===== config.mk =====
export PLATFORM = sky130hd
export DESIGN_NAME = touch_sample_filter_top
export DESIGN_NICKNAME = d
export VERILOG_FILES = /design/src/design/tsf_pkg.sv /design/src/design/touch_sample_filter_top.sv
export SDC_FILE = /design/constraint.sdc
export NUM_CORES = 2
export LEC_CHECK = 0
export ABC_AREA = 1
export CORE_MARGIN = 2
export CORE_UTILIZATION = 50
export DETAILED_ROUTE_END_ITERATION = 12
export DONT_BUFFER_PORTS = 1
export PLACE_DENSITY = 0.68
export REMOVE_ABC_BUFFERS = 1
export SLEW_MARGIN = 15
export SYNTH_ARGS = -nofsm -noshare
export SYNTH_HDL_FRONTEND = slang
export SYNTH_SLANG_ARGS = --single-unit

===== constraint.sdc =====
create_clock -name clk -period 4.7 [get_ports clk]
set_input_delay 0.705 -clock clk [delete_from_list [all_inputs] [get_ports clk]]
set_output_delay 0.705 -clock clk [all_outputs]
set_load 0.01 [all_outputs]

===== src/design/tsf_pkg.sv =====
// shared types and constants of the touch sample filter
`timescale 1ns / 1ps

package tsf_pkg;

	localparam int SAMPLES_PER_GROUP_DEF = 40;
	localparam int ADC_BITS_DEF          = 12;

	localparam int SAMPLE_W    = 12;
	localparam int CMD_W       = 2;
	localparam int IN_DATA_W   = 16;
	localparam int OUT_DATA_W  = 72;
	localparam int CFG_INDEX_W = 3;
	localparam int CFG_DATA_W  = 16;
	localparam int POS_W       = 16;
	localparam int GAIN_W      = 16;
	localparam int LIMIT_W     = 12;
	localparam int CAL_SHIFT   = 14;

	localparam int FIFO_DEPTH = 8;
	localparam int FIFO_PTR_W = $clog2(FIFO_DEPTH);
	localparam int FIFO_CNT_W = $clog2(FIFO_DEPTH + 1);

	localparam logic [CMD_W-1:0] CMD_SAMPLE = 2'd0;
	localparam logic [CMD_W-1:0] CMD_PEN_UP = 2'd1;
	localparam logic [CMD_W-1:0] CMD_CLEAR  = 2'd2;

	localparam logic [CFG_INDEX_W-1:0] REG_RAW_MODE    = 3'd0;
	localparam logic [CFG_INDEX_W-1:0] REG_X_GAIN      = 3'd1;
	localparam logic [CFG_INDEX_W-1:0] REG_Y_GAIN      = 3'd2;
	localparam logic [CFG_INDEX_W-1:0] REG_X_OFFSET    = 3'd3;
	localparam logic [CFG_INDEX_W-1:0] REG_Y_OFFSET    = 3'd4;
	localparam logic [CFG_INDEX_W-1:0] REG_AGREE_LIMIT = 3'd5;

	localparam logic [1:0] GRP_X0 = 2'd0;
	localparam logic [1:0] GRP_Y0 = 2'd1;
	localparam logic [1:0] GRP_X1 = 2'd2;
	localparam logic [1:0] GRP_Y1 = 2'd3;

	localparam logic [LIMIT_W-1:0] AGREE_LIMIT_RST = 12'd50;
	localparam logic [POS_W-1:0]   NO_TOUCH        = 16'hffff;

	typedef enum logic [1:0] {
		KIND_GROUP,
		KIND_PEN_UP,
		KIND_CLEAR
	} kind_t;

	typedef struct packed {
		logic             pair_agreed;
		logic             caught;
		logic             pressed;
		logic [POS_W-1:0] press_y;
		logic [POS_W-1:0] press_x;
		logic [POS_W-1:0] pos_y;
		logic [POS_W-1:0] pos_x;
	} result_t;

endpackage


===== src/design/touch_sample_filter_top.sv =====
// touch sample filter: trimmed-mean groups, pair agreement, calibration, pen state
// a result is registered through stages 1 to 5 and written into the output fifo before it shows on m_axis
// throughput: one input transaction per cycle; the pipeline never stalls and
// results queue in an 8-entry output fifo, tready drops only when fifo plus stages are full
// a result waiting on m_axis does not block input until that fifo budget is used up
// reset: asynchronous, all control and pen state cleared, agree_limit returns to 50
`timescale 1ns / 1ps

module touch_sample_filter_top #(
	parameter int SAMPLES_PER_GROUP = tsf_pkg::SAMPLES_PER_GROUP_DEF,
	parameter int ADC_BITS          = tsf_pkg::ADC_BITS_DEF
) (
	input  logic                             clk,
	input  logic                             arst_n,
	input  logic                             s_axis_tvalid,
	output logic                             s_axis_tready,
	input  logic [tsf_pkg::IN_DATA_W-1:0]    s_axis_tdata,  // sample[11:0], zero pad
	input  logic [tsf_pkg::CMD_W-1:0]        s_axis_tuser,  // cmd[1:0]
	output logic                             m_axis_tvalid,
	input  logic                             m_axis_tready,
	// pos_x[15:0], pos_y[31:16], press_x[47:32], press_y[63:48],
	// pressed[64], caught[65], pair_agreed[66], zero pad
	output logic [tsf_pkg::OUT_DATA_W-1:0]   m_axis_tdata,
	input  logic                             cfg_valid,
	output logic                             cfg_ready,
	input  logic [tsf_pkg::CFG_INDEX_W-1:0]  cfg_index,
	input  logic [tsf_pkg::CFG_DATA_W-1:0]   cfg_data
);
	import tsf_pkg::*;

	localparam int CNT_W   = $clog2(SAMPLES_PER_GROUP);
	localparam int SUM_W   = ADC_BITS + $clog2(SAMPLES_PER_GROUP);
	localparam int DIV     = SAMPLES_PER_GROUP - 2;
	localparam int DIV_SH  = SUM_W + $clog2(DIV);
	localparam int RECIP_W = SUM_W + 1;
	localparam longint RECIP_L = ((longint'(1) << DIV_SH) + longint'(DIV) - 1) / longint'(DIV);
	localparam logic [RECIP_W-1:0] RECIP = RECIP_W'(RECIP_L);
	localparam int PROD_W  = SUM_W + RECIP_W;
	localparam logic [CNT_W-1:0] LAST_CNT = CNT_W'(SAMPLES_PER_GROUP - 1);
	localparam logic [ADC_BITS-1:0] ADC_MAX = '1;
	localparam int AVG_W   = ADC_BITS + 1;
	localparam int CMP_W   = ((ADC_BITS > LIMIT_W) ? ADC_BITS : LIMIT_W);
	localparam int MUL_W   = AVG_W + GAIN_W;
	localparam int OFF_W   = GAIN_W + CAL_SHIFT;
	localparam int T_W     = ((MUL_W > OFF_W) ? MUL_W : OFF_W) + 1;
	localparam int Q_W     = T_W - CAL_SHIFT;

	// configuration registers
	logic                     raw_mode_q;
	logic signed [GAIN_W-1:0] x_gain_q, y_gain_q, x_off_q, y_off_q;
	logic [LIMIT_W-1:0]       agree_limit_q;

	assign cfg_ready = 1'b1;

	always_ff @(posedge clk or negedge arst_n) begin
		if (!arst_n) begin
			raw_mode_q    <= 1'b0;
			x_gain_q      <= '0;
			y_gain_q      <= '0;
			x_off_q       <= '0;
			y_off_q       <= '0;
			agree_limit_q <= AGREE_LIMIT_RST;
		end else if (cfg_valid) begin
			case (cfg_index)
				REG_RAW_MODE:    raw_mode_q    <= cfg_data[0];
				REG_X_GAIN:      x_gain_q      <= cfg_data;
				REG_Y_GAIN:      y_gain_q      <= cfg_data;
				REG_X_OFFSET:    x_off_q       <= cfg_data;
				REG_Y_OFFSET:    y_off_q       <= cfg_data;
				REG_AGREE_LIMIT: agree_limit_q <= cfg_data[LIMIT_W-1:0];
				default: ;
			endcase
		end
	end

	// input side and group accumulation
	logic                 in_fire;
	logic [CMD_W-1:0]     cmd;
	logic [ADC_BITS-1:0]  smp;
	logic [CNT_W-1:0]     grp_cnt_q;
	logic [1:0]           grp_idx_q;
	logic [SUM_W-1:0]     grp_sum_q, acc_sum;
	logic [ADC_BITS-1:0]  grp_min_q, grp_max_q, acc_min, acc_max;
	logic                 grp_end;
	kind_t                in_kind;

	assign in_fire = s_axis_tvalid && s_axis_tready;
	assign cmd     = s_axis_tuser;
	assign smp     = ADC_BITS'(s_axis_tdata[SAMPLE_W-1:0]);
	assign acc_sum = grp_sum_q + SUM_W'(smp);
	assign acc_min = (smp < grp_min_q) ? smp : grp_min_q;
	assign acc_max = (smp > grp_max_q) ? smp : grp_max_q;
	assign grp_end = (cmd == CMD_SAMPLE) && (grp_cnt_q == LAST_CNT);

	always_comb begin
		case (cmd)
			CMD_PEN_UP: in_kind = KIND_PEN_UP;
			CMD_CLEAR:  in_kind = KIND_CLEAR;
			default:    in_kind = KIND_GROUP;
		endcase
	end

	always_ff @(posedge clk or negedge arst_n) begin
		if (!arst_n) begin
			grp_cnt_q <= '0;
			grp_idx_q <= GRP_X0;
			grp_sum_q <= '0;
			grp_min_q <= ADC_MAX;
			grp_max_q <= '0;
		end else if (in_fire) begin
			case (cmd)
				CMD_SAMPLE: begin
					if (grp_end) begin
						grp_cnt_q <= '0;
						grp_idx_q <= grp_idx_q + 2'd1;
						grp_sum_q <= '0;
						grp_min_q <= ADC_MAX;
						grp_max_q <= '0;
					end else begin
						grp_cnt_q <= grp_cnt_q + CNT_W'(1);
						grp_sum_q <= acc_sum;
						grp_min_q <= acc_min;
						grp_max_q <= acc_max;
					end
				end
				CMD_PEN_UP: begin
					grp_cnt_q <= '0;
					grp_idx_q <= GRP_X0;
					grp_sum_q <= '0;
					grp_min_q <= ADC_MAX;
					grp_max_q <= '0;
				end
				default: ;
			endcase
		end
	end

	// pipeline valids
	logic v_s1, v_s2, v_s3, v_s4, v_s5;

	// stage 1: finished group or command
	kind_t               kind_s1;
	logic [1:0]          gidx_s1;
	logic [SUM_W-1:0]    sum_s1;
	logic [ADC_BITS-1:0] min_s1, max_s1;

	always_ff @(posedge clk) begin
		if (in_fire) begin
			kind_s1 <= in_kind;
			gidx_s1 <= grp_idx_q;
			sum_s1  <= acc_sum;
			min_s1  <= acc_min;
			max_s1  <= acc_max;
		end
	end

	// stage 2: trimmed sum
	kind_t            kind_s2;
	logic [1:0]       gidx_s2;
	logic [SUM_W-1:0] trim_s2;

	always_ff @(posedge clk) begin
		kind_s2 <= kind_s1;
		gidx_s2 <= gidx_s1;
		trim_s2 <= sum_s1 - SUM_W'(min_s1) - SUM_W'(max_s1);
	end

	// stage 3: reciprocal product, mean is its upper bits
	kind_t               kind_s3;
	logic [1:0]          gidx_s3;
	logic [PROD_W-1:0]   prod_s3;
	logic [ADC_BITS-1:0] mean_s3;

	always_ff @(posedge clk) begin
		kind_s3 <= kind_s2;
		gidx_s3 <= gidx_s2;
		prod_s3 <= PROD_W'(trim_s2) * PROD_W'(RECIP);
	end

	assign mean_s3 = ADC_BITS'(prod_s3 >> DIV_SH);

	logic [ADC_BITS-1:0] fmx_q, fmy_q, smx_q;

	always_ff @(posedge clk or negedge arst_n) begin
		if (!arst_n) begin
			fmx_q <= '0;
			fmy_q <= '0;
			smx_q <= '0;
		end else if (v_s3 && (kind_s3 == KIND_GROUP)) begin
			case (gidx_s3)
				GRP_X0:  fmx_q <= mean_s3;
				GRP_Y0:  fmy_q <= mean_s3;
				GRP_X1:  smx_q <= mean_s3;
				default: ;
			endcase
		end
	end

	// agreement check and pair averages
	logic [ADC_BITS-1:0] dx, dy, ax, ay;
	logic [AVG_W-1:0]    sum_ax, sum_ay;
	logic                agree_x, agree_y;

	assign dx      = (fmx_q > smx_q) ? (fmx_q - smx_q) : (smx_q - fmx_q);
	assign dy      = (fmy_q > mean_s3) ? (fmy_q - mean_s3) : (mean_s3 - fmy_q);
	assign agree_x = CMP_W'(dx) < CMP_W'(agree_limit_q);
	assign agree_y = CMP_W'(dy) < CMP_W'(agree_limit_q);
	assign sum_ax  = AVG_W'(fmx_q) + AVG_W'(smx_q);
	assign sum_ay  = AVG_W'(fmy_q) + AVG_W'(mean_s3);
	assign ax      = sum_ax[AVG_W-1:1];
	assign ay      = sum_ay[AVG_W-1:1];

	// stage 4
	kind_t               kind_s4;
	logic                agreed_s4;
	logic [ADC_BITS-1:0] ax_s4, ay_s4;

	always_ff @(posedge clk) begin
		kind_s4   <= kind_s3;
		agreed_s4 <= (kind_s3 == KIND_GROUP) && agree_x && agree_y;
		ax_s4     <= ax;
		ay_s4     <= ay;
	end

	// stage 5: gain products
	kind_t                    kind_s5;
	logic                     agreed_s5;
	logic [ADC_BITS-1:0]      ax_s5, ay_s5;
	logic signed [MUL_W-1:0]  mul_x_s5, mul_y_s5;

	always_ff @(posedge clk) begin
		kind_s5   <= kind_s4;
		agreed_s5 <= agreed_s4;
		ax_s5     <= ax_s4;
		ay_s5     <= ay_s4;
		mul_x_s5  <= $signed({1'b0, ax_s4}) * x_gain_q;
		mul_y_s5  <= $signed({1'b0, ay_s4}) * y_gain_q;
	end

	always_ff @(posedge clk or negedge arst_n) begin
		if (!arst_n) begin
			v_s1 <= 1'b0;
			v_s2 <= 1'b0;
			v_s3 <= 1'b0;
			v_s4 <= 1'b0;
			v_s5 <= 1'b0;
		end else begin
			v_s1 <= in_fire && ((cmd == CMD_PEN_UP) || (cmd == CMD_CLEAR) || grp_end);
			v_s2 <= v_s1;
			v_s3 <= v_s2;
			v_s4 <= v_s3 && ((kind_s3 != KIND_GROUP) || (gidx_s3 == GRP_Y1));
			v_s5 <= v_s4;
		end
	end

	// offset, floor shift and saturation
	function automatic logic [POS_W-1:0] cal_sat(input logic signed [MUL_W-1:0] p,
			input logic signed [GAIN_W-1:0] off);
		logic signed [T_W-1:0] t;
		logic [Q_W-1:0]        q;
		t = T_W'(p) + (T_W'(off) <<< CAL_SHIFT);
		q = t[T_W-1:CAL_SHIFT];
		if (t[T_W-1])
			cal_sat = '0;
		else if (|q[Q_W-1:POS_W])
			cal_sat = NO_TOUCH;
		else
			cal_sat = q[POS_W-1:0];
	endfunction

	logic [POS_W-1:0] cal_x, cal_y;

	assign cal_x = raw_mode_q ? POS_W'(ax_s5) : cal_sat(mul_x_s5, x_off_q);
	assign cal_y = raw_mode_q ? POS_W'(ay_s5) : cal_sat(mul_y_s5, y_off_q);

	// pen and position state
	logic [POS_W-1:0] cur_x_q, cur_y_q, start_x_q, start_y_q;
	logic             pen_q, caught_q;
	logic [POS_W-1:0] nx_cur_x, nx_cur_y, nx_start_x, nx_start_y;
	logic             nx_pen, nx_caught, nx_agreed;
	result_t          res;

	always_comb begin
		nx_cur_x   = cur_x_q;
		nx_cur_y   = cur_y_q;
		nx_start_x = start_x_q;
		nx_start_y = start_y_q;
		nx_pen     = pen_q;
		nx_caught  = caught_q;
		nx_agreed  = 1'b0;
		case (kind_s5)
			KIND_PEN_UP: begin
				if (pen_q) begin
					nx_pen = 1'b0;
				end else begin
					nx_start_x = '0;
					nx_start_y = '0;
					nx_cur_x   = NO_TOUCH;
					nx_cur_y   = NO_TOUCH;
				end
			end
			KIND_CLEAR: begin
				nx_caught = 1'b0;
			end
			KIND_GROUP: begin
				if (agreed_s5) begin
					nx_cur_x  = cal_x;
					nx_cur_y  = cal_y;
					nx_agreed = 1'b1;
				end
				if (!pen_q) begin
					nx_pen     = 1'b1;
					nx_caught  = 1'b1;
					nx_start_x = nx_cur_x;
					nx_start_y = nx_cur_y;
				end
			end
			default: ;
		endcase
	end

	always_ff @(posedge clk or negedge arst_n) begin
		if (!arst_n) begin
			cur_x_q   <= '0;
			cur_y_q   <= '0;
			start_x_q <= '0;
			start_y_q <= '0;
			pen_q     <= 1'b0;
			caught_q  <= 1'b0;
		end else if (v_s5) begin
			cur_x_q   <= nx_cur_x;
			cur_y_q   <= nx_cur_y;
			start_x_q <= nx_start_x;
			start_y_q <= nx_start_y;
			pen_q     <= nx_pen;
			caught_q  <= nx_caught;
		end
	end

	always_comb begin
		res.pos_x       = nx_cur_x;
		res.pos_y       = nx_cur_y;
		res.press_x     = nx_start_x;
		res.press_y     = nx_start_y;
		res.pressed     = nx_pen;
		res.caught      = nx_caught;
		res.pair_agreed = nx_agreed;
	end

	// output fifo
	result_t               fifo_mem_q [FIFO_DEPTH];
	logic [FIFO_PTR_W-1:0] wr_ptr_q, rd_ptr_q;
	logic [FIFO_CNT_W-1:0] fifo_cnt_q;
	logic                  rd_fire;
	logic [2:0]            busy_cnt;

	assign rd_fire       = m_axis_tvalid && m_axis_tready;
	assign m_axis_tvalid = (fifo_cnt_q != '0);
	assign m_axis_tdata  = OUT_DATA_W'(fifo_mem_q[rd_ptr_q]);
	assign busy_cnt      = 3'(v_s1) + 3'(v_s2) + 3'(v_s3) + 3'(v_s4) + 3'(v_s5);
	assign s_axis_tready = ((FIFO_CNT_W + 1)'(fifo_cnt_q) + (FIFO_CNT_W + 1)'(busy_cnt))
		< (FIFO_CNT_W + 1)'(FIFO_DEPTH);

	always_ff @(posedge clk) begin
		if (v_s5)
			fifo_mem_q[wr_ptr_q] <= res;
	end

	always_ff @(posedge clk or negedge arst_n) begin
		if (!arst_n) begin
			wr_ptr_q   <= '0;
			rd_ptr_q   <= '0;
			fifo_cnt_q <= '0;
		end else begin
			if (v_s5)
				wr_ptr_q <= wr_ptr_q + FIFO_PTR_W'(1);
			if (rd_fire)
				rd_ptr_q <= rd_ptr_q + FIFO_PTR_W'(1);
			fifo_cnt_q <= fifo_cnt_q + FIFO_CNT_W'(v_s5) - FIFO_CNT_W'(rd_fire);
		end
	end

endmodule

==> results by group <==
Run status
  – Run status: finished, violations left
  – Violations in the final reports: negative hold slack, negative setup slack

Worst setup path
  – Logic depth of the worst register-to-register path: 18
  – List of cells traversed by the critical path: buf_6 > fa_1 > fa_1 > fa_1 > fa_1 > fa_1 > inv_1 > fa_1 > inv_2 > ha_4 > buf_6 > a21oi_2 > o21ai_1 > a21oi_1 > inv_1 > a21oi_2 > o21ai_2 > xor2_1
  – Largest incremental delay on the critical path: approximately 0.57 ns
  – Worst-path fanout max: 4
  – Worst-case register-to-register setup slack: -0.24 ns
  – CP startpoint kind: flip-flop
  – Crit path required time: 5.26 ns
  – Data arrival time of the worst path: about 5.5 ns
  – Launching point of the worst reg2reg path: trim_s2[7]
  – Crit Reg-Reg Endpoint: prod_s3[34]
  – Most prevalent standard cell on the critical path: fa_1
  – Classification of the worst setup path: reg2reg
  – Critical-path top delay cell: fa_1
  – Kind of capture point of the worst setup path: flip-flop
  – CP Launch Point: trim_s2[7]

Routing
  – Number of vias after detailed routing: a little under 50k
  – Routed vias/inst: about 5.3
  – Pre-Repair DR Iteration Count: 6
  – Antenna violation net count after detailed routing: 0
  – # DRC: 0
  – Wire length per cell after detailed routing: around 18 um
  – Detailed Route Iter0 Violations: roughly 3.7k
  – Total wire length after detailed routing: roughly 160000 um

Global route
  – Maximum number of pins on one net before global-route repair: roughly 250
  – Wire length of the first global-routing pass: 259000 um
  – Number of antenna violations at the first check in global routing: 1
  – Via count of the first global-routing pass: 48.3k
  – GRT Residual Overflow: 0
  – Global Route Usage Sum: roughly 25%

Final layout
  – Reg area: around 26000 um2
  – Layout cell share with drive strength beyond 1: 16.6%
  – Final core area utilization: between 50% and 60%
  – Fill cells: ~11k
  – Most common library cell in the layout ignoring fill and taps: nand2_1
  – Final nets: ~8.3k
  – Area added between synthesis and finish: 16.7%
  – Most frequent cells in the layout: nand2_1, inv_1, nor2_1
  – Combined area of the multi-input logic cells: between 30000 and 40000 um2

Clock tree
  – Count of H-tree levels built during CTS: 3
  – Clk pin slew, worst setup/hold paths: around 0.06 ns
  – Cell at the root of the clock tree: clkbuf_16
  – CTS tree: done
  – Clock insertion delay at the later pin of the skew report: between 0.7 and 0.8 ns
  – Total CTS buffers: 98
  – Clock Tree Buf Depth: 3
  – CTS sink count: 948

Die
  – Count of standard-cell rows: roughly 130
  – Initial core utilization: 50.5%
  – Number of primary I/O pins: 117
  – Die span in y: 363 um
  – Floorplan die width: between 300 and 400 um
  – Core footprint: 128000 um2
  – Die area: ~130000 um2

STA
  – Endpoints failing hold: 239
  – Worst Slack Setup Final: -0.237 ns
  – Unrepaired setup endpoints after global routing: true
  – Worst Hold Slack: -0.320 ns
  – F_max: 0.203 GHz
  – Period Utilization, post-route: 105%
  – Setup total negative slack: -3.67 ns
  – # setup viols final: 30
  – Slew @ Worst Pin: around 1.1 ns
  – Period minus WS final: just under 5 ns
  – Worst relative slew slack: ~26%
  – Final slew viol count: 0
  – Clock Skew: approximately 0.05 ns

Place
  – Count of input and output buffers: 0
  – Global placer's final weighted congestion: around 0.9
  – Worst Setup Slack post-DPL: -0.367 ns
  – Post-detail-place hpwl: ~120000 um

Logic synthesis
  – Synthesized netlist cell count: about 7k
  – Proportion of synthesized flip-flops having asynchronous set or reset: approximately a quarter
  – Dominant synthesized flop cell: edfxtp_1
  – Number of flops mapped to enable cells by yosys: just under 600
  – Synth Cell Area: roughly 65000 um2
  – Share of the yosys chip area belonging to registers: 40.3%
  – Number of distinct library cells after synthesis: just over 60
  – FF+latch count, synth: approximately 950
  – Count of synthesis-stage warnings from yosys: 0
  – Syn_area_per_cell: between 9 and 10 um2

Flow run
  – Number of max-cap violations: 0

Min path
  – Worst min path class: in2async
[critical path: cells and delay by family, from the launching register on]
| family | cells | cell delay (ns) |
|---|---|---|
| DFF | 1 | 0.35 |
| AOI/OAI and AO/OA | 5 | 0.65 |
| adders and majority gates | 7 | 3.22 |
| xor gates and xnor gates | 1 | 0.13 |
| buffers and inverters | 5 | 0.42 |
[area by class of cell]
class | instances | area share (%)
Clock buffer | 145 | 3.72
Clock inverter | 37 | 0.540
Tap cell | 1662 | 2.76
Antenna cell | 2 | 0.00664
Multi-Input combinational cell | 4572 | 46.2
Timing Repair Buffer | 469 | 5.71
Inverter | 1278 | 6.39
Sequential cell | 948 | 34.7
[worst max-delay path by stage]
stage | end | slack (ns) | cells past startpoint
2_1_floorplan | m_axis_tdata[0] | -4.20 | 5
3_3_place_gp | prod_s3[35] | -0.35 | 18
3_5_place_dp | prod_s3[35] | -0.37 | 18
4_1_cts | prod_s3[34] | -0.24 | 18
5_1_grt | mul_x_s5[27] | -0.44 | 20
6_report | prod_s3[34] | -0.24 | 18
[layer usage]
layer	up-vias	share of wire, %	GRT usage [%]	wire length [um]
li1	23100	-	-	-
met2	1210	49	42.9	81200
met4	2	3.1	6.97	5190
met5	-	0.0079	0	13
met3	286	5.3	3.64	8780
met1	23800	42	31.8	69700
[cells in the mapped netlist (5+ instances only)]
cell type  count  area share (%)
a21boi_0      12            0.14
edfxtp_1     582              27
o22ai_2       11            0.21
a21boi_1      16            0.19
nor3_1        30            0.23
a21oi_1      256             2.0
nand2_1     1433             8.3
nor4_1        12            0.12
xnor2_1       31            0.42
clkbuf_1     193             1.1
o221ai_1       5           0.068
o21ai_0      497             3.9
o21bai_1      10            0.12
nand3_2       43            0.67
a21o_1        16            0.19
inv_1       1248             7.3
nand3_1      175             1.4
o21a_1         9            0.10
ha_1         445             8.6
nand4_1       26            0.25
dfxtp_1      122             3.8
buf_1         19            0.11
a221oi_1       5           0.068
and2_1         7           0.068
a22o_1         6           0.081
o21ai_1       19            0.15
fa_1         489              15
o211ai_1       9            0.10
inv_2         28            0.16
dfrtp_1      229             8.9
xor2_1       115             1.6
nand2_2       51            0.49
o22ai_1       84            0.81
a31oi_1       81            0.78
nor2_1       638             3.7
buf_4         21            0.24
dfstp_2       15            0.61
buf_2         47            0.36
[through the flow]
| step | cells | hold WS (ns) | instance area [um2] |
|---|---|---|---|
| after floorplan | 6798 | 0.310 | 63300 |
| after global placement | 8833 | 0.314 | 68700 |
| after detailed placement | 8833 | 0.312 | 68700 |
| after CTS | 9049 | -0.370 | 73300 |
| after global routing | 9111 | -0.362 | 75300 |
| final | 9113 | -0.320 | 75300 |
[state kept, by name, indices dropped and copies added (netlist names), 15 cells and up]
| register | cells |
|---|---|
| cur_x_q | 16 |
| cur_y_q | 16 |
| fifo_mem_q | 536 |
| grp_sum_q | 18 |
| mul_x_s5 | 15 |
| mul_y_s5 | 15 |
| start_x_q | 16 |
| start_y_q | 16 |
| sum_s1 | 18 |
| trim_s2 | 18 |
| x_gain_q | 16 |
| x_off_q | 16 |
| y_gain_q | 16 |
| y_off_q | 16 |
[what timing repair did]
action                                 in CTS  in global routing
buffers inserted                           37                 66
setup endpoints to repair                  41                 42
gates resized for setup                   275                379
endpoints found under the hold margin     241                240
pin swaps                                  98                242
gates cloned                                0                  1
[cells by family (layout without fill, tap and decap cells)]
family                   after synthesis  after routing  synth area share, %
XOR/XNOR                             146            146                 1.98
AND/OR/NAND/NOR                     2432           2432                 15.4
buffers and inverters               1563           1929                 9.37
AO/OA/AOI/OAI                       1054           1054                 9.09
flip-flops                           948            948                 40.3
other                                  2              8               0.0116
adder cells (fa/ha/maj)              934            934                 23.8
Power is not shown: default switching activity piles up to over one toggle a cycle in this logic, so the estimate is an artifact.
